## src/rtl/sbh_pkg.sv

```systemverilog
// SHA-256 byte stream hasher: shared types, round constants and sigma functions.
// No dependencies; every other file of the block imports this package.
`timescale 1ns / 1ps
`default_nettype none

package sbh_pkg;

  typedef struct packed {
    logic         last_blk;
    logic [511:0] data;
  } blk_t;

  typedef struct packed {
    logic         valid;
    logic [255:0] words;
  } digest_t;

  localparam logic [255:0] HASH_INIT = {
    32'h6a09e667, 32'hbb67ae85, 32'h3c6ef372, 32'ha54ff53a,
    32'h510e527f, 32'h9b05688c, 32'h1f83d9ab, 32'h5be0cd19
  };

  localparam logic [31:0] ROUND_K [64] = '{
    32'h428a2f98, 32'h71374491, 32'hb5c0fbcf, 32'he9b5dba5, 32'h3956c25b, 32'h59f111f1,
    32'h923f82a4, 32'hab1c5ed5, 32'hd807aa98, 32'h12835b01, 32'h243185be, 32'h550c7dc3,
    32'h72be5d74, 32'h80deb1fe, 32'h9bdc06a7, 32'hc19bf174, 32'he49b69c1, 32'hefbe4786,
    32'h0fc19dc6, 32'h240ca1cc, 32'h2de92c6f, 32'h4a7484aa, 32'h5cb0a9dc, 32'h76f988da,
    32'h983e5152, 32'ha831c66d, 32'hb00327c8, 32'hbf597fc7, 32'hc6e00bf3, 32'hd5a79147,
    32'h06ca6351, 32'h14292967, 32'h27b70a85, 32'h2e1b2138, 32'h4d2c6dfc, 32'h53380d13,
    32'h650a7354, 32'h766a0abb, 32'h81c2c92e, 32'h92722c85, 32'ha2bfe8a1, 32'ha81a664b,
    32'hc24b8b70, 32'hc76c51a3, 32'hd192e819, 32'hd6990624, 32'hf40e3585, 32'h106aa070,
    32'h19a4c116, 32'h1e376c08, 32'h2748774c, 32'h34b0bcb5, 32'h391c0cb3, 32'h4ed8aa4a,
    32'h5b9cca4f, 32'h682e6ff3, 32'h748f82ee, 32'h78a5636f, 32'h84c87814, 32'h8cc70208,
    32'h90befffa, 32'ha4506ceb, 32'hbef9a3f7, 32'hc67178f2
  };

  function automatic logic [31:0] big_sig0(input logic [31:0] x);
    return {x[1:0], x[31:2]} ^ {x[12:0], x[31:13]} ^ {x[21:0], x[31:22]};
  endfunction

  function automatic logic [31:0] big_sig1(input logic [31:0] x);
    return {x[5:0], x[31:6]} ^ {x[10:0], x[31:11]} ^ {x[24:0], x[31:25]};
  endfunction

  function automatic logic [31:0] small_sig0(input logic [31:0] x);
    return {x[6:0], x[31:7]} ^ {x[17:0], x[31:18]} ^ {3'b000, x[31:3]};
  endfunction

  function automatic logic [31:0] small_sig1(input logic [31:0] x);
    return {x[16:0], x[31:17]} ^ {x[18:0], x[31:19]} ^ {10'b0, x[31:10]};
  endfunction

endpackage

`default_nettype wire

```

## src/rtl/sbh_blk_fifo.sv

```systemverilog
// Block queue between front end and round engine: DEPTH entries, each a 512-bit block plus a last-block flag.
// Depends on sbh_pkg for the block type.
`timescale 1ns / 1ps
`default_nettype none

module sbh_blk_fifo import sbh_pkg::*; #(
  parameter int unsigned DEPTH = 2
) (
  input  logic clk,
  input  logic rst,
  input  logic push,
  input  blk_t wr_data,
  output logic full,
  input  logic pop,
  output blk_t rd_data,
  output logic empty
);

  localparam int unsigned PTR_W = (DEPTH > 1) ? $clog2(DEPTH) : 1;
  localparam int unsigned CNT_W = $clog2(DEPTH + 1);

  blk_t             entries [DEPTH];
  logic [PTR_W-1:0] wr_ptr;
  logic [PTR_W-1:0] rd_ptr;
  logic [CNT_W-1:0] count;

  logic do_push;
  logic do_pop;

  assign full    = (count == CNT_W'(DEPTH));
  assign empty   = (count == '0);
  assign do_push = push && !full;
  assign do_pop  = pop && !empty;
  assign rd_data = entries[rd_ptr];

  always_ff @(posedge clk) begin
    if (do_push) begin
      entries[wr_ptr] <= wr_data;
    end
  end

  always_ff @(posedge clk) begin
    if (rst) begin
      wr_ptr <= '0;
      rd_ptr <= '0;
      count  <= '0;
    end else begin
      if (do_push) begin
        wr_ptr <= (wr_ptr == PTR_W'(DEPTH - 1)) ? '0 : wr_ptr + 1'b1;
      end
      if (do_pop) begin
        rd_ptr <= (rd_ptr == PTR_W'(DEPTH - 1)) ? '0 : rd_ptr + 1'b1;
      end
      if (do_push && !do_pop) begin
        count <= count + 1'b1;
      end else if (do_pop && !do_push) begin
        count <= count - 1'b1;
      end
    end
  end

  a_no_overflow: assert property (@(posedge clk) disable iff (rst) push |-> !full)
    else $error("block queue written while full");

  a_no_underflow: assert property (@(posedge clk) disable iff (rst) pop |-> !empty)
    else $error("block queue read while empty");

endmodule

`default_nettype wire

```

## config.mk

```make
export PLATFORM = sky130hd
export DESIGN_NAME = sbh_blk_fifo
export DESIGN_NICKNAME = d
export VERILOG_FILES = /design/src/rtl/sbh_pkg.sv /design/src/rtl/sbh_blk_fifo.sv
export SDC_FILE = /design/constraint.sdc
export NUM_CORES = 1
export LEC_CHECK = 0
export BUFFER_PORTS_ARGS = -buffer_cell sky130_fd_sc_hd__buf_2
export CAP_MARGIN = 20
export CORE_AREA = 5 5 403 405
export DETAILED_ROUTE_END_ITERATION = 6
export DIE_AREA = 0 0 408 410
export GPL_TIMING_DRIVEN = 0
export PLACE_DENSITY = 0.55
export SYNTH_ARGS = -nofsm -noshare
export SYNTH_HDL_FRONTEND = slang
export SYNTH_SLANG_ARGS = --single-unit
```

## constraint.sdc

```tcl
create_clock -name clk -period 27.6 [get_ports clk]
set_input_delay 5.52 -clock clk [delete_from_list [all_inputs] [get_ports clk]]
set_output_delay 5.52 -clock clk [all_outputs]
set_load 0.01 [all_outputs]
```

==> metrics <==
IO Pins=1032; Die H=around 410 um; ys flop type=edfxtp_1; Layout area overhead=30.0%; Post-DRT Antenna Nets=0; die width=around 410 um; min cycle time layout=between 7 and 8 ns; Final Worst Setup Slack=~20 ns; vias=19979; RSZ-0062 raised after global routing=no; worst min path class=reg2reg; YS warnings=0; Commonest cells post-synth=edfxtp_1, mux2_4, mux2_2, buf_6, buf_8; vias in the first global route=roughly 21000; H-tree depth=3; Cell Area, Placed=~0.047 mm2; status=finished clean; post-CTS sizing=0; Worst EP arrival=approximately 2.4 ns; initial DRC count=between 1000 and 1500; DR vias/cell=around 4.0; post-synthesis mux area share=between 10% and 20%; Initial Util=24.8%; hpwl dp=just under 90000 um; simple-gate area share of the yosys netlist=0.112%; TritonCTS Buffers=114; library cell with the highest instance count after synthesis=edfxtp_1; largest cells by area after synthesis=edfxtp_1, mux2_4, mux2_2, buf_6, buf_8; clk buf depth=3; Synth area leader=edfxtp_1; Final Cycle Share=about 29%; CP Class=reg2out; fin nets=between 3000 and 4000; hold-fix buffer count after cts=0; register area share after synthesis=around 79%; Max VDD drop=approximately 0.060 mV; DRC viols=0; fill count=~15000; clock-pin slew on the worst setup and hold paths=0.06 ns; synthesized area per cell=about 24 um2; Seq cells post-synth=approximately 1000; clk sink count=about 1000; final hold viol count=0; Root Buffer=clkbuf_16; Worst Max-Slew Pin Slew=a little over 0.8 ns; hold slack=between 0.4 and 0.5 ns; Setup Fix Bufs, Post-CTS=0; post-synth top area share=about 80%; CTS tree=done; max_slew headroom=45.9%; Pwr Density=about 95 mW/mm2; initial antenna violation count=71; MaxCap Viol Count=0; syn nets=around 2100; Startpoint Class=flop; FMAX=126 MHz; fin area=~0.05 mm2; Post-Synth XOR/XNOR Area=less than 1%; Mapped Area=0.0393 mm2; Core Rows=between 100 and 150; CP max FO=10; Final Max Slew Viols=0; largest net degree at the start of global routing=between 100 and 150; overall routed net length=approximately 110000 um; share of cells above drive strength 1=between 60% and 70%; leak pwr=just under 20 nW; DIE AREA=0.167 mm2; Place WS=around 20 ns; first-pass GRT wire length=about 150000 um; Finish-stage setup viols=0; Wirelength per Cell=approximately 23 um; drt first pass iters=4; remaining global-route overflow=0; worst endpoint required time=about 22 ns; Setup crit end kind=primary output; largest family of logic cells by synthesized area=multiplexers; Port Buffers=1031; setup TNS=0 ns; number of synthesized flops with an enable pin=about 1000; synthesized instance count=1621; skew final=between 0.03 and 0.04 ns; compound-gate portion of the synthesized area=less than 1%; gr usage total=13.0%; Distinct cells, synth=16; Core Area=roughly 0.16 mm2; latest clock arrival within the worst-skew pair=slightly above 0.7 ns; post-synthesis adder-cell area fraction=less than 1%; GP Congestion=around 0.8; fraction of registers with async set/reset=0%
## worst max-delay path, cell delays in order, from the launching register on
cell and delay [ns]:
dfxtp_1 0.32, buf_6 0.24, buf_2 0.51, mux2_2 0.44
buf_2 0.18
## final cells by class
type / count / area, um2 / share of cell area [%]
inverter: 2 / 15.0 / 0.0294
clock inverter: 56 / 566 / 1.11
timing repair buffer: 1046 / 5570 / 10.9
tap: 2072 / 2590 / 5.08
multi-input combinational: 531 / 7650 / 15.0
clock buffer: 150 / 3010 / 5.89
sequential: 1031 / 30900 / 60.5
buffer: 57 / 696 / 1.36
antenna: 21 / 52.6 / 0.103
## where the power goes
group          leakage (nW)  total (W)  internal [W]  switching, W
combinational          8.17    0.00140      0.000658      0.000744
clock                  1.72    0.00145      0.000833      0.000620
sequential             9.62    0.00201       0.00197     0.0000422
total                  19.5    0.00486       0.00346       0.00141
## final timing paths
check,from,to,slack [ns],cells past startpoint
worst max-delay path,flop,rd_data[8],19.66,4
worst min-delay path,wr_ptr,wr_ptr,0.49,2
worst max register to register,count[0],entries[0][453],24.79,5
worst min register to register,wr_ptr,wr_ptr,0.49,2
## per-layer routing
metal  vias to the layer above  share of wire [%]  global-route usage, %
met5                         -               0.10                      0
met4                        20                3.5                   5.34
met3                       245                9.9                   5.68
met2                       821                 49                   21.9
met1                     10010                 37                   14.4
li1                       8883                  -                      -
## placed cells by master (no fill, tap or decap), types with 21 or more instances in the layout
cell       instances
buf_2           1035
edfxtp_1        1026
mux2_4           470
clkbuf_16        115
mux2_2            43
clkbuf_1          35
buf_6             32
clkinv_1          25
diode_2           21
buf_8             21
## cell families after synthesis
group	after synthesis
flip-flops	1031
buffers and inverters	59
adder cells (fa/ha/maj)	1
AO/OA/AOI/OAI	5
AND/OR/NAND/NOR	9
XOR/XNOR	3
multiplexers	513
## registers in the layout (all words and copies together) (netlist names), named ones only
name     cells
entries   1026
wr_ptr       1
count        2
rd_ptr       1
## through the flow
step | power, W | utilization [%] | cells
2_1_floorplan | 0.00301 | - | 1621
3_3_place_gp | 0.00368 | 29.8 | 4724
3_5_place_dp | 0.00348 | 30.0 | 4739
4_1_cts | 0.00497 | 32.3 | 4945
5_1_grt | 0.00509 | 32.3 | 4958
6_report | 0.00486 | 32.3 | 4966
Power figures use the tool's default switching activity.
