`config.mk`:
```
export PLATFORM = sky130hd
export DESIGN_NAME = sbh_core
export DESIGN_NICKNAME = d
export VERILOG_FILES = /design/src/rtl/sbh_pkg.sv /design/src/rtl/sbh_core.sv
export SDC_FILE = /design/constraint.sdc
export NUM_CORES = 2
export LEC_CHECK = 0
export BUFFER_PORTS_ARGS = -buffer_cell sky130_fd_sc_hd__buf_4
export CORE_UTILIZATION = 54
export DETAILED_ROUTE_END_ITERATION = 10
export PLACE_DENSITY = 0.77
export SYNTH_ARGS = -nofsm -noshare
export SYNTH_HDL_FRONTEND = slang
export SYNTH_SLANG_ARGS = --single-unit
```
`constraint.sdc`:
```
create_clock -name clk -period 38.7 [get_ports clk]
set_input_delay 3.87 -clock clk [delete_from_list [all_inputs] [get_ports clk]]
set_output_delay 3.87 -clock clk [all_outputs]
set_load 0.02 [all_outputs]
```
`src/rtl/sbh_pkg.sv`:
```
// SHA-256 byte stream hasher: shared types, round constants and sigma functions.
// No dependencies; every other file of the block imports this package.
`timescale 1ns / 1ps
`default_nettype none

package sbh_pkg;

  typedef struct packed {
    logic         last_blk;
    logic [511:0] data;
  } blk_t;

  typedef struct packed {
    logic         valid;
    logic [255:0] words;
  } digest_t;

  localparam logic [255:0] HASH_INIT = {
    32'h6a09e667, 32'hbb67ae85, 32'h3c6ef372, 32'ha54ff53a,
    32'h510e527f, 32'h9b05688c, 32'h1f83d9ab, 32'h5be0cd19
  };

  localparam logic [31:0] ROUND_K [64] = '{
    32'h428a2f98, 32'h71374491, 32'hb5c0fbcf, 32'he9b5dba5, 32'h3956c25b, 32'h59f111f1,
    32'h923f82a4, 32'hab1c5ed5, 32'hd807aa98, 32'h12835b01, 32'h243185be, 32'h550c7dc3,
    32'h72be5d74, 32'h80deb1fe, 32'h9bdc06a7, 32'hc19bf174, 32'he49b69c1, 32'hefbe4786,
    32'h0fc19dc6, 32'h240ca1cc, 32'h2de92c6f, 32'h4a7484aa, 32'h5cb0a9dc, 32'h76f988da,
    32'h983e5152, 32'ha831c66d, 32'hb00327c8, 32'hbf597fc7, 32'hc6e00bf3, 32'hd5a79147,
    32'h06ca6351, 32'h14292967, 32'h27b70a85, 32'h2e1b2138, 32'h4d2c6dfc, 32'h53380d13,
    32'h650a7354, 32'h766a0abb, 32'h81c2c92e, 32'h92722c85, 32'ha2bfe8a1, 32'ha81a664b,
    32'hc24b8b70, 32'hc76c51a3, 32'hd192e819, 32'hd6990624, 32'hf40e3585, 32'h106aa070,
    32'h19a4c116, 32'h1e376c08, 32'h2748774c, 32'h34b0bcb5, 32'h391c0cb3, 32'h4ed8aa4a,
    32'h5b9cca4f, 32'h682e6ff3, 32'h748f82ee, 32'h78a5636f, 32'h84c87814, 32'h8cc70208,
    32'h90befffa, 32'ha4506ceb, 32'hbef9a3f7, 32'hc67178f2
  };

  function automatic logic [31:0] big_sig0(input logic [31:0] x);
    return {x[1:0], x[31:2]} ^ {x[12:0], x[31:13]} ^ {x[21:0], x[31:22]};
  endfunction

  function automatic logic [31:0] big_sig1(input logic [31:0] x);
    return {x[5:0], x[31:6]} ^ {x[10:0], x[31:11]} ^ {x[24:0], x[31:25]};
  endfunction

  function automatic logic [31:0] small_sig0(input logic [31:0] x);
    return {x[6:0], x[31:7]} ^ {x[17:0], x[31:18]} ^ {3'b000, x[31:3]};
  endfunction

  function automatic logic [31:0] small_sig1(input logic [31:0] x);
    return {x[16:0], x[31:17]} ^ {x[18:0], x[31:19]} ^ {10'b0, x[31:10]};
  endfunction

endpackage

`default_nettype wire

```
`src/rtl/sbh_core.sv`:
```
// Round engine: one SHA-256 round per cycle with a rolling 16-word schedule.
// Depends on sbh_pkg; takes blocks from the queue and hands digests to sbh_out.
`timescale 1ns / 1ps
`default_nettype none

module sbh_core import sbh_pkg::*; (
  input  logic    clk,
  input  logic    rst,
  input  blk_t    q_data,
  input  logic    q_empty,
  output logic    q_pop,
  input  logic    out_ready,
  output digest_t digest
);

  typedef enum logic [1:0] {C_IDLE, C_RUN, C_ADD} state_t;

  state_t      state;
  logic [31:0] hash [8];
  logic [31:0] v    [8];
  logic [31:0] w    [16];
  logic [5:0]  rnd;
  logic        last_blk;

  logic [31:0] t1;
  logic [31:0] t2;
  logic [31:0] w_new;
  logic [31:0] sum  [8];

  assign q_pop = (state == C_IDLE) && !q_empty;

  always_comb begin
    t1 = v[7] + big_sig1(v[4]) + ((v[4] & v[5]) ^ (~v[4] & v[6])) + ROUND_K[rnd] + w[0];
    t2 = big_sig0(v[0]) + ((v[0] & v[1]) ^ (v[0] & v[2]) ^ (v[1] & v[2]));
    w_new = w[0] + small_sig0(w[1]) + w[9] + small_sig1(w[14]);
    for (int i = 0; i < 8; i++) begin
      sum[i] = hash[i] + v[i];
    end
  end

  assign digest.valid = (state == C_ADD) && last_blk && out_ready;
  assign digest.words = {sum[0], sum[1], sum[2], sum[3], sum[4], sum[5], sum[6], sum[7]};

  always_ff @(posedge clk) begin
    if (rst) begin
      state    <= C_IDLE;
      rnd      <= '0;
      last_blk <= 1'b0;
      for (int i = 0; i < 8; i++) begin
        hash[i] <= HASH_INIT[255 - 32*i -: 32];
      end
    end else begin
      unique case (state)
        C_IDLE: begin
          if (q_pop) begin
            for (int j = 0; j < 16; j++) begin
              w[j] <= q_data.data[511 - 32*j -: 32];
            end
            for (int i = 0; i < 8; i++) begin
              v[i] <= hash[i];
            end
            last_blk <= q_data.last_blk;
            rnd      <= '0;
            state    <= C_RUN;
          end
        end
        C_RUN: begin
          v[7] <= v[6];
          v[6] <= v[5];
          v[5] <= v[4];
          v[4] <= v[3] + t1;
          v[3] <= v[2];
          v[2] <= v[1];
          v[1] <= v[0];
          v[0] <= t1 + t2;
          for (int j = 0; j < 15; j++) begin
            w[j] <= w[j+1];
          end
          w[15] <= w_new;
          rnd   <= rnd + 6'd1;
          if (rnd == 6'd63) begin
            state <= C_ADD;
          end
        end
        C_ADD: begin
          if (!last_blk) begin
            for (int i = 0; i < 8; i++) begin
              hash[i] <= sum[i];
            end
            state <= C_IDLE;
          end else if (out_ready) begin
            for (int i = 0; i < 8; i++) begin
              hash[i] <= HASH_INIT[255 - 32*i -: 32];
            end
            state <= C_IDLE;
          end
        end
        default: begin
          state <= C_IDLE;
        end
      endcase
    end
  end

endmodule

`default_nettype wire

```
==> results.cfg <==
[outcome]
status = completed

[timing]
clock.fmax_mhz = 97.2
finClkSkew_ns = 0.0647
worstMarginPinSlew_ns = 1.26
hold_violations = 0
period_needed_ns = 10.29
rsz0062_at_grt = false
setup_viol = 0
fin_tns_setup_ns = 0
maxSlewViolCount = 0
relSlewSlack_pct = 15.0
post-route-period-util_pct = 26.6

[critical_path]
cpMostUsedCell = a21o_1
worst_ep_arrival_time_ns = 10.73
critPathLaunchType = flip-flop
cp_slowest_cell = buf_4
critical_path.max_fanout = 74
worstSetupEndpointType = flip-flop
cpPeakStageDelay_ns = 0.64
crit_required_ns = 39.14
crit_type = reg -> reg

[drt]
drtIter0Drc = 7151
drc = 0
drt.antenna.violating_nets = 0
dr_total_vias = 60600
drt-total-wl_um = 269000
firstDrtPassIters = 7
viasPerCell = 6.03
post_drt_wl_per_cell_um = 26.8

[clock_tree]
cts.sinks = 1033
clockRootBuffer = clkbuf_16
cts_hold_buf = 0
cts_made_buffers = 114
cts_tree = done
cts_resized = 0
cts_setup_buffers = 0
path_clk_slew_ns = 0.06
clkLatencyLatePin_ns = 0.77
clockBufferDepth = 3
cts_max_level = 3

[run]
maxCapViolCount = 0

[floorplan]
io_pins = 775
die_w_um = 361
rows = 131
chipHeight_um = 361
start_util_pct = 54.5
die_area_um2 = 130000
core_um2 = 128000

[synthesis]
yosys_warnings = 0
synth_commonest_cells = nand2_1 (2480), edfxtp_1 (896), xnor2_1 (432), ha_1 (390), a21oi_1 (378)
synth-seq-cells = 1033
syn_inst = 7663
synth-edff-count = 896
async_flop_share_pct = 0
synth-seq-area-share_pct = 42.5
yosysTopAreaCellShare_pct = 38.6
syn-mean-instance-area_um2 = 9.09
syn_nets = 8765
synth-main-ff-cell = edfxtp_1
yosys.area.top_type = edfxtp_1
yosys.cell_types.count = 96
synthMostInstantiatedCell = nand2_1
synth_area_leaders = edfxtp_1 (39%), nand2_1 (13%), ha_1 (7.0%)
synth_area_um2 = 69700

[grt]
grt_max_degree = 221
antenna_found_initial = 31
gr-usage-all-layers_pct = 40.2
grt_overflow = 0
grt_pass1_wl_um = 383000
grt_pass1_vias = 56700

[hold_path]
hold_path.class = reg -> reg

[placed_design]
io_buffers = 774
dp_hpwl_um = 208000
routabilityCongestion = 1.02

[final_layout]
synthToLayoutAreaGrowth_pct = 15.6
fillers = 10900
final_layout_size_suffix_gt1_share_pct = 13.1
nets = 9372
[cells in the final DEF, fill, tap and decap left out, types with 113 or more instances in the layout]
cell,n
nand2b_1,124
xnor2_1,432
inv_1,308
a21o_1,198
ha_1,390
dfxtp_1,135
fa_1,195
clkbuf_16,114
nand2_1,2480
edfxtp_1,896
o21ai_0,319
nand3_1,113
a21oi_1,378
nor2_1,264
xor2_1,166
buf_4,839
[path summary, 6_finish.rpt]
kind                            slack [ns]      endpoint    startpoint  depth (start not counted)
worst min-delay path                  0.48  hash[1][112]  hash[1][112]                          2
worst max-delay path                 28.41      v[0][28]        rnd[3]                         34
worst max register to register       28.41      v[0][28]        rnd[3]                         34
worst min register to register        0.48  hash[1][112]  hash[1][112]                          2
[stage by stage]
stage	hold WS [ns]	cells	worst slack (ns)	cell area, µm²	utilization (%)
after global placement	0.461	9816	28.79	76900	60.2
final	0.476	10000	28.41	80600	63.0
after CTS	0.478	10000	28.61	80500	63.0
after detailed placement	0.470	9816	28.72	76900	60.2
after floorplan	0.453	7663	0.752	69700	-
after global routing	0.500	10000	28.04	80600	63.0
[cells by family after synthesis]
kind of cell / synth area share (%)
buffers and inverters: 3.57
multiplexers: 0.921
AND/OR/NAND/NOR: 20.2
XOR/XNOR: 7.55
flip-flops: 42.5
adder cells (fa/ha/maj): 12.7
AO/OA/AOI/OAI: 12.6
[layer usage]
metal | wire length (µm) | GRT usage, % | part of all wire [%] | vias up
met5 | 23 | 0 | 0.0085 | -
met4 | 18000 | 23.1 | 6.7 | 4
met3 | 26500 | 8.26 | 9.8 | 624
met2 | 120000 | 61.7 | 45 | 3244
met1 | 104000 | 52.8 | 39 | 29300
li1 | - | - | - | 27500
[flip-flops by register name (all words and copies together), names as in the netlist]
register  flops
hash        256
last_blk      1
rnd           6
state         2
v           256
w           512
[critical path, delay by kind of cell (launching register included)]
| family | cells | cell delay [ns] |
|---|---|---|
| AOI/OAI and AO/OA | 16 | 3.42 |
| adders and majority gates | 7 | 3.07 |
| buffers and inverters | 5 | 1.43 |
| and+or+nand+nor | 4 | 0.85 |
| xor gates and xnor gates | 2 | 0.61 |
| DFF | 1 | 0.54 |
[cell type report]
| type | count | area (µm²) | area share (%) |
|---|---|---|---|
| inverters | 310 | 1160 | 1.45 |
| repair buffers | 844 | 6400 | 7.94 |
| clock inverters | 67 | 628 | 0.780 |
| clock buffers | 143 | 2980 | 3.70 |
| well taps | 1662 | 2080 | 2.58 |
| multi-input cells | 5967 | 37600 | 46.7 |
| diodes | 22 | 55.1 | 0.0683 |
| flip-flops and latches | 1033 | 29700 | 36.8 |
Power is not shown: default switching activity piles up to over one toggle a cycle in this logic, so the estimate is an artifact.
