`src/rtl/sbh_pkg.sv`:
```
// SHA-256 byte stream hasher: shared types, round constants and sigma functions.
// No dependencies; every other file of the block imports this package.
`timescale 1ns / 1ps
`default_nettype none

package sbh_pkg;

  typedef struct packed {
    logic         last_blk;
    logic [511:0] data;
  } blk_t;

  typedef struct packed {
    logic         valid;
    logic [255:0] words;
  } digest_t;

  localparam logic [255:0] HASH_INIT = {
    32'h6a09e667, 32'hbb67ae85, 32'h3c6ef372, 32'ha54ff53a,
    32'h510e527f, 32'h9b05688c, 32'h1f83d9ab, 32'h5be0cd19
  };

  localparam logic [31:0] ROUND_K [64] = '{
    32'h428a2f98, 32'h71374491, 32'hb5c0fbcf, 32'he9b5dba5, 32'h3956c25b, 32'h59f111f1,
    32'h923f82a4, 32'hab1c5ed5, 32'hd807aa98, 32'h12835b01, 32'h243185be, 32'h550c7dc3,
    32'h72be5d74, 32'h80deb1fe, 32'h9bdc06a7, 32'hc19bf174, 32'he49b69c1, 32'hefbe4786,
    32'h0fc19dc6, 32'h240ca1cc, 32'h2de92c6f, 32'h4a7484aa, 32'h5cb0a9dc, 32'h76f988da,
    32'h983e5152, 32'ha831c66d, 32'hb00327c8, 32'hbf597fc7, 32'hc6e00bf3, 32'hd5a79147,
    32'h06ca6351, 32'h14292967, 32'h27b70a85, 32'h2e1b2138, 32'h4d2c6dfc, 32'h53380d13,
    32'h650a7354, 32'h766a0abb, 32'h81c2c92e, 32'h92722c85, 32'ha2bfe8a1, 32'ha81a664b,
    32'hc24b8b70, 32'hc76c51a3, 32'hd192e819, 32'hd6990624, 32'hf40e3585, 32'h106aa070,
    32'h19a4c116, 32'h1e376c08, 32'h2748774c, 32'h34b0bcb5, 32'h391c0cb3, 32'h4ed8aa4a,
    32'h5b9cca4f, 32'h682e6ff3, 32'h748f82ee, 32'h78a5636f, 32'h84c87814, 32'h8cc70208,
    32'h90befffa, 32'ha4506ceb, 32'hbef9a3f7, 32'hc67178f2
  };

  function automatic logic [31:0] big_sig0(input logic [31:0] x);
    return {x[1:0], x[31:2]} ^ {x[12:0], x[31:13]} ^ {x[21:0], x[31:22]};
  endfunction

  function automatic logic [31:0] big_sig1(input logic [31:0] x);
    return {x[5:0], x[31:6]} ^ {x[10:0], x[31:11]} ^ {x[24:0], x[31:25]};
  endfunction

  function automatic logic [31:0] small_sig0(input logic [31:0] x);
    return {x[6:0], x[31:7]} ^ {x[17:0], x[31:18]} ^ {3'b000, x[31:3]};
  endfunction

  function automatic logic [31:0] small_sig1(input logic [31:0] x);
    return {x[16:0], x[31:17]} ^ {x[18:0], x[31:19]} ^ {10'b0, x[31:10]};
  endfunction

endpackage

`default_nettype wire

```
`src/rtl/sbh_out.sv`:
```
// Digest output stage: holds one digest and presents its eight words in order.
// Depends on sbh_pkg for the digest hand-off type.
`timescale 1ns / 1ps
`default_nettype none

module sbh_out import sbh_pkg::*; (
  input  logic        clk,
  input  logic        rst,
  input  digest_t     digest,
  output logic        ready,
  input  logic        pop,
  output logic        empty,
  output logic [31:0] digest_word,
  output logic [2:0]  word_index,
  output logic        last_word
);

  logic [31:0] words [8];
  logic [2:0]  idx;
  logic        busy;

  assign ready       = !busy;
  assign empty       = !busy;
  assign digest_word = words[0];
  assign word_index  = idx;
  assign last_word   = (idx == 3'd7);

  always_ff @(posedge clk) begin
    if (rst) begin
      busy <= 1'b0;
      idx  <= '0;
    end else if (digest.valid) begin
      for (int i = 0; i < 8; i++) begin
        words[i] <= digest.words[255 - 32*i -: 32];
      end
      idx  <= '0;
      busy <= 1'b1;
    end else if (pop && busy) begin
      for (int i = 0; i < 7; i++) begin
        words[i] <= words[i+1];
      end
      idx <= idx + 3'd1;
      if (idx == 3'd7) begin
        busy <= 1'b0;
      end
    end
  end

  a_load_when_free: assert property (@(posedge clk) disable iff (rst) digest.valid |-> !busy)
    else $error("digest loaded while previous digest still pending");

  a_last_drains: assert property (@(posedge clk) disable iff (rst)
    (pop && busy && last_word) |=> !busy)
    else $error("output stage still busy after final word transfer");

endmodule

`default_nettype wire
```
`config.mk`:
```
export PLATFORM = sky130hd
export DESIGN_NAME = sbh_out
export DESIGN_NICKNAME = d
export VERILOG_FILES = /design/src/rtl/sbh_pkg.sv /design/src/rtl/sbh_out.sv
export SDC_FILE = /design/constraint.sdc
export NUM_CORES = 1
export LEC_CHECK = 0
export BUFFER_PORTS_ARGS = -buffer_cell sky130_fd_sc_hd__clkbuf_2
export CAP_MARGIN = 30
export CORE_MARGIN = 2
export CORE_UTILIZATION = 40
export DETAILED_ROUTE_END_ITERATION = 12
export HOLD_SLACK_MARGIN = 0.12
export PLACE_DENSITY = 0.67
export RECOVER_POWER = 100
export REMOVE_ABC_BUFFERS = 1
export SYNTH_ARGS = -nofsm -noshare
export SYNTH_HDL_FRONTEND = slang
export SYNTH_SLANG_ARGS = --single-unit
```
`constraint.sdc`:
```
create_clock -name clk -period 35.5 [get_ports clk]
set_input_delay 7.1 -clock clk [delete_from_list [all_inputs] [get_ports clk]]
set_output_delay 7.1 -clock clk [all_outputs]
set_load 0.05 [all_outputs]
```
==> flow_summary_export.csv, run 1 <==
group,metric,value,unit
sta,finalCriticalPeriod,16.48,ns
routing,drt_iter0_drc,255,
yosys,synth_top_family_by_area,"multiplexers",
worst_setup_path,start_kind,"primary input",
routing,ant_nets,0,
min_path,min_from,"words[1][57]",
worst_setup_path,rr_worst_depth,4,
global_route,grt_pass1_wl,31.4,mm
global_route,antenna_found_initial,3,
outcome,status,"complete, but fails checks",
floorplanning,fp.dieH,176,um
floorplanning,design.core.area,0.0289,mm^2
clocking,clock-sinks,260,
min_path,min_to,"words[1][25]",
flow_run,maxCapViolations,8,
yosys,synthSimpleGateAreaFrac,0.424,%
min_path,min_path_cells,1,
worst_setup_path,path_class,"in2reg",
routing,dr.pass1.iters,4,
routing,vias,5547,
floorplanning,dieWidth,176,um
yosys,yosys_register_bits,260,
clocking,cts-root-buf,"clkbuf_16",
global_route,grt_max_degree,158,
global_route,track_usage,13.3,%
placed_design,dp_cells,1190,
sta,finalCritPeriodShare,46.4,%
yosys,netlist_instances,563,
power_and_ir_drop,peakVddDrop,0.0511,mV
placed_design,hpwl,14.9,mm
worst_setup_path,critPathSlowestCell,"clkbuf_1",
yosys,yosysWarnings,0,
placed_design,gp_routability_congestion,0.754,
sta,worst_pin_slew,8.53,ns
finish,multiInputGateArea,0.00269,mm^2
finish,n_fill_cell,2678,
power_and_ir_drop,pwr_density_cell,52.1,mW/mm^2
outcome,violations,"max-capacitance violations, max-slew violations",
yosys,synth.avg_cell_area,21.0,um^2
finish,ff_latch_area,0.00777,mm^2
finish,final_cells,1248,
floorplanning,die_area,0.0309,mm^2
routing,routed_wl,22.2,mm
finish,layout.nets,1100,
yosys,syn_area,0.0118,mm^2
yosys,synth_compound_area_share,0.572,%
global_route,grt_pass1_vias,5769,
routing,vias_per_cell,4.44,
floorplanning,num_rows,62,
worst_setup_path,crit_path_frequent_cell,"clkbuf_1",
placed_design,portBuffers,297,
global_route,overflow,0,
clocking,hold_buffers,0,
yosys,synth.mux.area_fraction,27.1,%
sta,slew_viol_final,490,
clocking,cts-buffers-inserted,29,
yosys,synth_xor_area_share,0,%
yosys,synth.top_cell.area_share,65.1,%
worst_setup_path,cpLargestDelayFamily,"buffers and inverters",
yosys,yosysUniqueCellTypes,20,
clocking,clk_pin_slew,0.06,ns
routing,drc,0,
yosys,yosys-top-cells-area,"edfxtp_1 (65%), mux2_4 (23%), mux2_2 (4.2%)",
clocking,clk_latency,0.54,ns
worst_setup_path,reg2reg_to,"words[0][99]",
worst_setup_path,critical_path_arrival,16.54,ns
sta,finalHoldViolations,0,
finish,area.growth.synth_to_final,12.5,%
sta,max_freq,60.7,MHz
finish,layout-drive-gt1-share,40.3,%
yosys,synth_adder_area_share,0.212,%
worst_setup_path,cpPeakStageDelay,5.88,ns
sta,finalClockSkew,0.0166,ns
clocking,htreeDepth,1,
floorplanning,initial_core_util,40.9,%
sta,slew_headroom,-468,%
sta,rsz0062_at_grt,"false",
worst_setup_path,cp.buffers_inverters,3,
worst_setup_path,required,35.56,ns
yosys,synth_edf_count,256,
min_path,hold_class,"reg2reg",
worst_setup_path,path_cells,"clkbuf_1, a21oi_1, nor2_4, clkbuf_1, clkbuf_1",
routing,routedWlPerCell,17.8,um
sta,setup_tns,0,ns
sta,setup_violations,0,
yosys,async_reset_ff_share,0,%
floorplanning,pin_count,298,
worst_setup_path,crit_fanout,157,
clocking,clockBufferDepth,3,
clocking,cts_tree,"yes",
clocking,post_cts_resized,0,
worst_setup_path,r2r_start,"busy",
power_and_ir_drop,total_power,0.692,mW
power_and_ir_drop,p_leak,4.95,nW
worst_setup_path,rrSetupSlack,25.36,ns
yosys,yosysSeqAreaShare,65.8,%
yosys,synth_flop_cell,"edfxtp_1",
worst_setup_path,end_kind,"flip-flop",
clocking,cts_setup_buffers,0,
yosys,yosysTopAreaCell,"edfxtp_1",
-- worst max path at each step --
stage	endpoint	start	slack, ns	depth (start not counted)
CTS	words[0][55]	rst	25.34	5
global route	words[0][63]	pop	18.09	5
finish	words[0][99]	pop	19.02	5
floorplan	words[0][0]	pop	18.24	2
global placement	words[0][17]	rst	24.81	5
detailed placement	words[0][55]	rst	24.76	5
-- per-layer routing --
metal | global-route usage [%] | vias up | share of wire [%]
li1 | - | 2708 | -
met1 | 14.7 | 2629 | 39
met2 | 24.3 | 163 | 52
met3 | 3.31 | 47 | 6.0
met4 | 5.37 | 0 | 3.2
met5 | 0 | - | 0
-- cells by family (layout without fill, tap and decap cells) --
logic type	after synthesis	count (layout)
DFF	260	260
muxes	224	224
buffers and inverters	61	359
AOI/OAI and AO/OA	9	9
and+or+nand+nor	7	7
adders and majority gates	2	2
other	0	3
-- report_power, final --
group / internal, mW / switching (mW) / total (mW)
logic: 0.0226 / 0.0261 / 0.0487
clock network: 0.162 / 0.115 / 0.277
registers: 0.362 / 0.00428 / 0.366
-- synth_stat cells, types with 2 or more instances --
| master | count |
|---|---|
| a21oi_1 | 4 |
| buf_2 | 4 |
| dfxtp_1 | 4 |
| edfxtp_1 | 256 |
| buf_12 | 20 |
| nand3_1 | 2 |
| mux2_2 | 44 |
| a21bo_2 | 3 |
| ha_1 | 2 |
| mux2_4 | 180 |
| buf_4 | 35 |
-- sequential cells by signal, indices dropped and copies added (netlist names) --
signal and count:
busy 1, word_index 3, words 256
-- final cells by class --
type | instances | area share, %
multi-input combinational | 242 | 20.2
clock buffer | 44 | 6.04
antenna | 3 | 0.0565
inverter | 1 | 0.0283
tap | 384 | 3.62
sequential | 260 | 58.5
timing repair buffer | 304 | 11.0
clock inverter | 10 | 0.565
-- through the flow --
stage               hold WS, ns  setup WS [ns]  utilization, %  area (um^2)
floorplan                 0.523          18.24               -        11100
global placement          0.528          24.81            45.6        13200
detailed placement        0.532          24.76            45.6        13200
CTS                       0.542          25.34            48.6        14000
global route              0.536          18.09            46.0        13300
finish                    0.530          19.02            46.0        13300
-- placed cells by master, fill, tap and decap left out, types with 2 or more instances in the layout --
cell,n
clkbuf_16,29
mux2_4,5
clkinv_1,3
diode_2,3
clkbuf_8,2
clkbuf_2,257
dfxtp_1,4
mux2_2,41
clkinv_2,5
mux2_1,178
clkbuf_1,60
a21oi_1,4
nand3_1,2
ha_1,2
edfxtp_1,256
a21bo_2,3
-- worst reg2reg max path, cell delays in order, from the launching register on --
cell and delay (ns):
dfxtp_1 0.48, a21oi_1 0.17, nor2_4 0.10, clkbuf_1 5.88, clkbuf_1 2.97
Power figures use the tool's default switching activity.
==> run 2, diff against run 1 <==
--- a/config.mk
+++ b/config.mk
@@ -11,7 +11,7 @@
 export CORE_UTILIZATION = 40
 export DETAILED_ROUTE_END_ITERATION = 12
 export HOLD_SLACK_MARGIN = 0.12
-export PLACE_DENSITY = 0.67
+export PLACE_DENSITY = 0.69
 export RECOVER_POWER = 100
 export REMOVE_ABC_BUFFERS = 1
 export SYNTH_ARGS = -nofsm -noshare
==> constraint.sdc (replaced) <==
create_clock -name clk -period 14.3 [get_ports clk]
set_input_delay 2.86 -clock clk [delete_from_list [all_inputs] [get_ports clk]]
set_output_delay 2.86 -clock clk [all_outputs]
set_load 0.05 [all_outputs]
==> flow_summary_export.csv, run 2 (synthesis gave the netlist of run 1 again) <==
group,metric,value,unit
routing,routedWlPerCell,17.9,um
global_route,overflow,0,
sta,setup_violations,0,
clocking,cts_tree,"yes",
finish,final_common_cell,"edfxtp_1",
outcome,violations,"max-capacitance violations, max-slew violations",
finish,layout-drive-gt1-share,41.2,%
clocking,hold_buffers,0,
placed_design,dp_cells,1193,
sta,finalWorstSetupSlack,6.17,ns
floorplanning,pin_count,298,
finish,final_cells,1252,
floorplanning,dieWidth,176,um
sta,max_freq,123,MHz
placed_design,hpwl,15.3,mm
sta,slew_viol_final,335,
clocking,htreeDepth,1,
worst_setup_path,path_cells,"clkbuf_1, a21oi_1, nor2_1, clkbuf_1, clkbuf_1",
routing,routed_wl,22.4,mm
clocking,cts_setup_buffers,0,
clocking,clockBufferDepth,3,
routing,drt_iter0_drc,311,
worst_setup_path,cpLargestDelayFamily,"buffers and inverters",
clocking,clk_pin_slew,0.06,ns
placed_design,portBuffers,297,
floorplanning,fp.dieH,176,um
global_route,grt_pass1_wl,31.6,mm
worst_setup_path,critical_path_arrival,8.18,ns
routing,vias_per_cell,4.45,
routing,drc,0,
sta,finalClockSkew,0.00996,ns
worst_setup_path,end_kind,"flip-flop",
clocking,cts-root-buf,"clkbuf_16",
floorplanning,initial_core_util,40.9,%
sta,setup_tns,0,ns
sta,rsz0062_at_grt,"false",
worst_setup_path,required,14.35,ns
sta,finalHoldViolations,0,
worst_setup_path,cp.buffers_inverters,3,
min_path,hold_class,"reg2reg",
placed_design,pre_cts_ws,8.15,ns
global_route,grt_pass1_vias,5848,
power_and_ir_drop,total_power,1.82,mW
finish,area.growth.synth_to_final,13.9,%
sta,finalCriticalPeriod,8.13,ns
sta,finalCritPeriodShare,56.9,%
routing,dr.pass1.iters,4,
placed_design,place_area,0.0132,mm^2
power_and_ir_drop,peakVddDrop,0.0788,mV
routing,vias,5573,
outcome,status,"complete, but fails checks",
worst_setup_path,path_class,"in2reg",
worst_setup_path,rrSetupSlack,8.30,ns
clocking,post_cts_resized,0,
finish,layout.nets,1103,
worst_setup_path,start_kind,"primary input",
finish,final_cell_area,0.0134,mm^2
worst_setup_path,crit_path_frequent_cell,"clkbuf_1",
flow_run,maxCapViolations,7,
sta,slew_headroom,-163,%
global_route,grt_max_degree,74,
finish,top_register,"words",
power_and_ir_drop,p_leak,5.02,nW
placed_design,gp_routability_congestion,0.762,
finish,largest_reg_flops,256,
finish,final_cell_mix,"edfxtp_1 (256), clkbuf_2 (254), mux2_1 (177), clkbuf_1 (51), mux2_2 (41)",
routing,ant_nets,0,
worst_setup_path,cpPeakStageDelay,2.83,ns
floorplanning,design.core.area,0.0289,mm^2
worst_setup_path,critPathSlowestCell,"clkbuf_1",
worst_setup_path,crit_fanout,73,
floorplanning,die_area,0.0309,mm^2
clocking,cts-buffers-inserted,29,
clocking,clock-sinks,260,
global_route,track_usage,13.3,%
finish,n_fill_cell,2620,
floorplanning,num_rows,62,
clocking,clk_latency,0.54,ns
sta,worst_pin_slew,3.95,ns
global_route,antenna_found_initial,6,
power_and_ir_drop,pwr_density_cell,135,mW/mm^2
-- run 2: cell types whose count changed in the layout (fill, tap and decap cells not counted), sizes merged --
| cell | before | now |
|---|---|---|
| buf | 0 | 2 |
| bufinv | 1 | 7 |
| clkbuf | 348 | 334 |
| clkinv | 8 | 14 |
| clkinvlp | 0 | 2 |
| diode | 3 | 6 |
| inv | 2 | 1 |
-- run 2: through the flow --
stage | util, % | hold WS [ns]
final | 46.6 | 0.526
after global routing | 46.6 | 0.538
after CTS | 49.3 | 0.543
after detailed placement | 45.7 | 0.532
after global placement | 45.6 | 0.528
after floorplan | - | 0.523
-- run 2: worst paths after layout --
kind / start / to / cells past startpoint
worst max-delay path: pop / words[0][39] / 5
worst min-delay path: words[0][88] / words[0][56] / 1
worst max register to register: busy / words[0][39] / 4
worst min register to register: words[0][88] / words[0][56] / 1
-- run 2: cell type report --
class                   instances  area, um^2  area share (%)
flip-flops and latches        260        7770            57.8
multi-input cells             242        2680            20.0
repair buffers                307        1480            11.0
clock buffers                  29         726            5.40
well taps                     384         480            3.57
clock inverters                23         293            2.18
diodes                          6        15.0           0.112
inverters                       1        3.75          0.0279
-- run 2: report_power, final --
part / total, mW / switching (mW) / internal [mW]
sequential: 0.903 / 0.0106 / 0.893
combinational: 0.121 / 0.0651 / 0.0562
clock: 0.792 / 0.298 / 0.494
total: 1.82 / 0.374 / 1.44
-- run 2: routing by layer --
layer	part of all wire (%)	up-vias	wire length (um)	GRT usage, %
li1	-	2723	-	-
met2	51	166	11500	24.1
met4	3.1	0	687	5.72
met1	40	2643	8970	14.9
met5	0	-	0	0
met3	5.6	41	1260	3.14
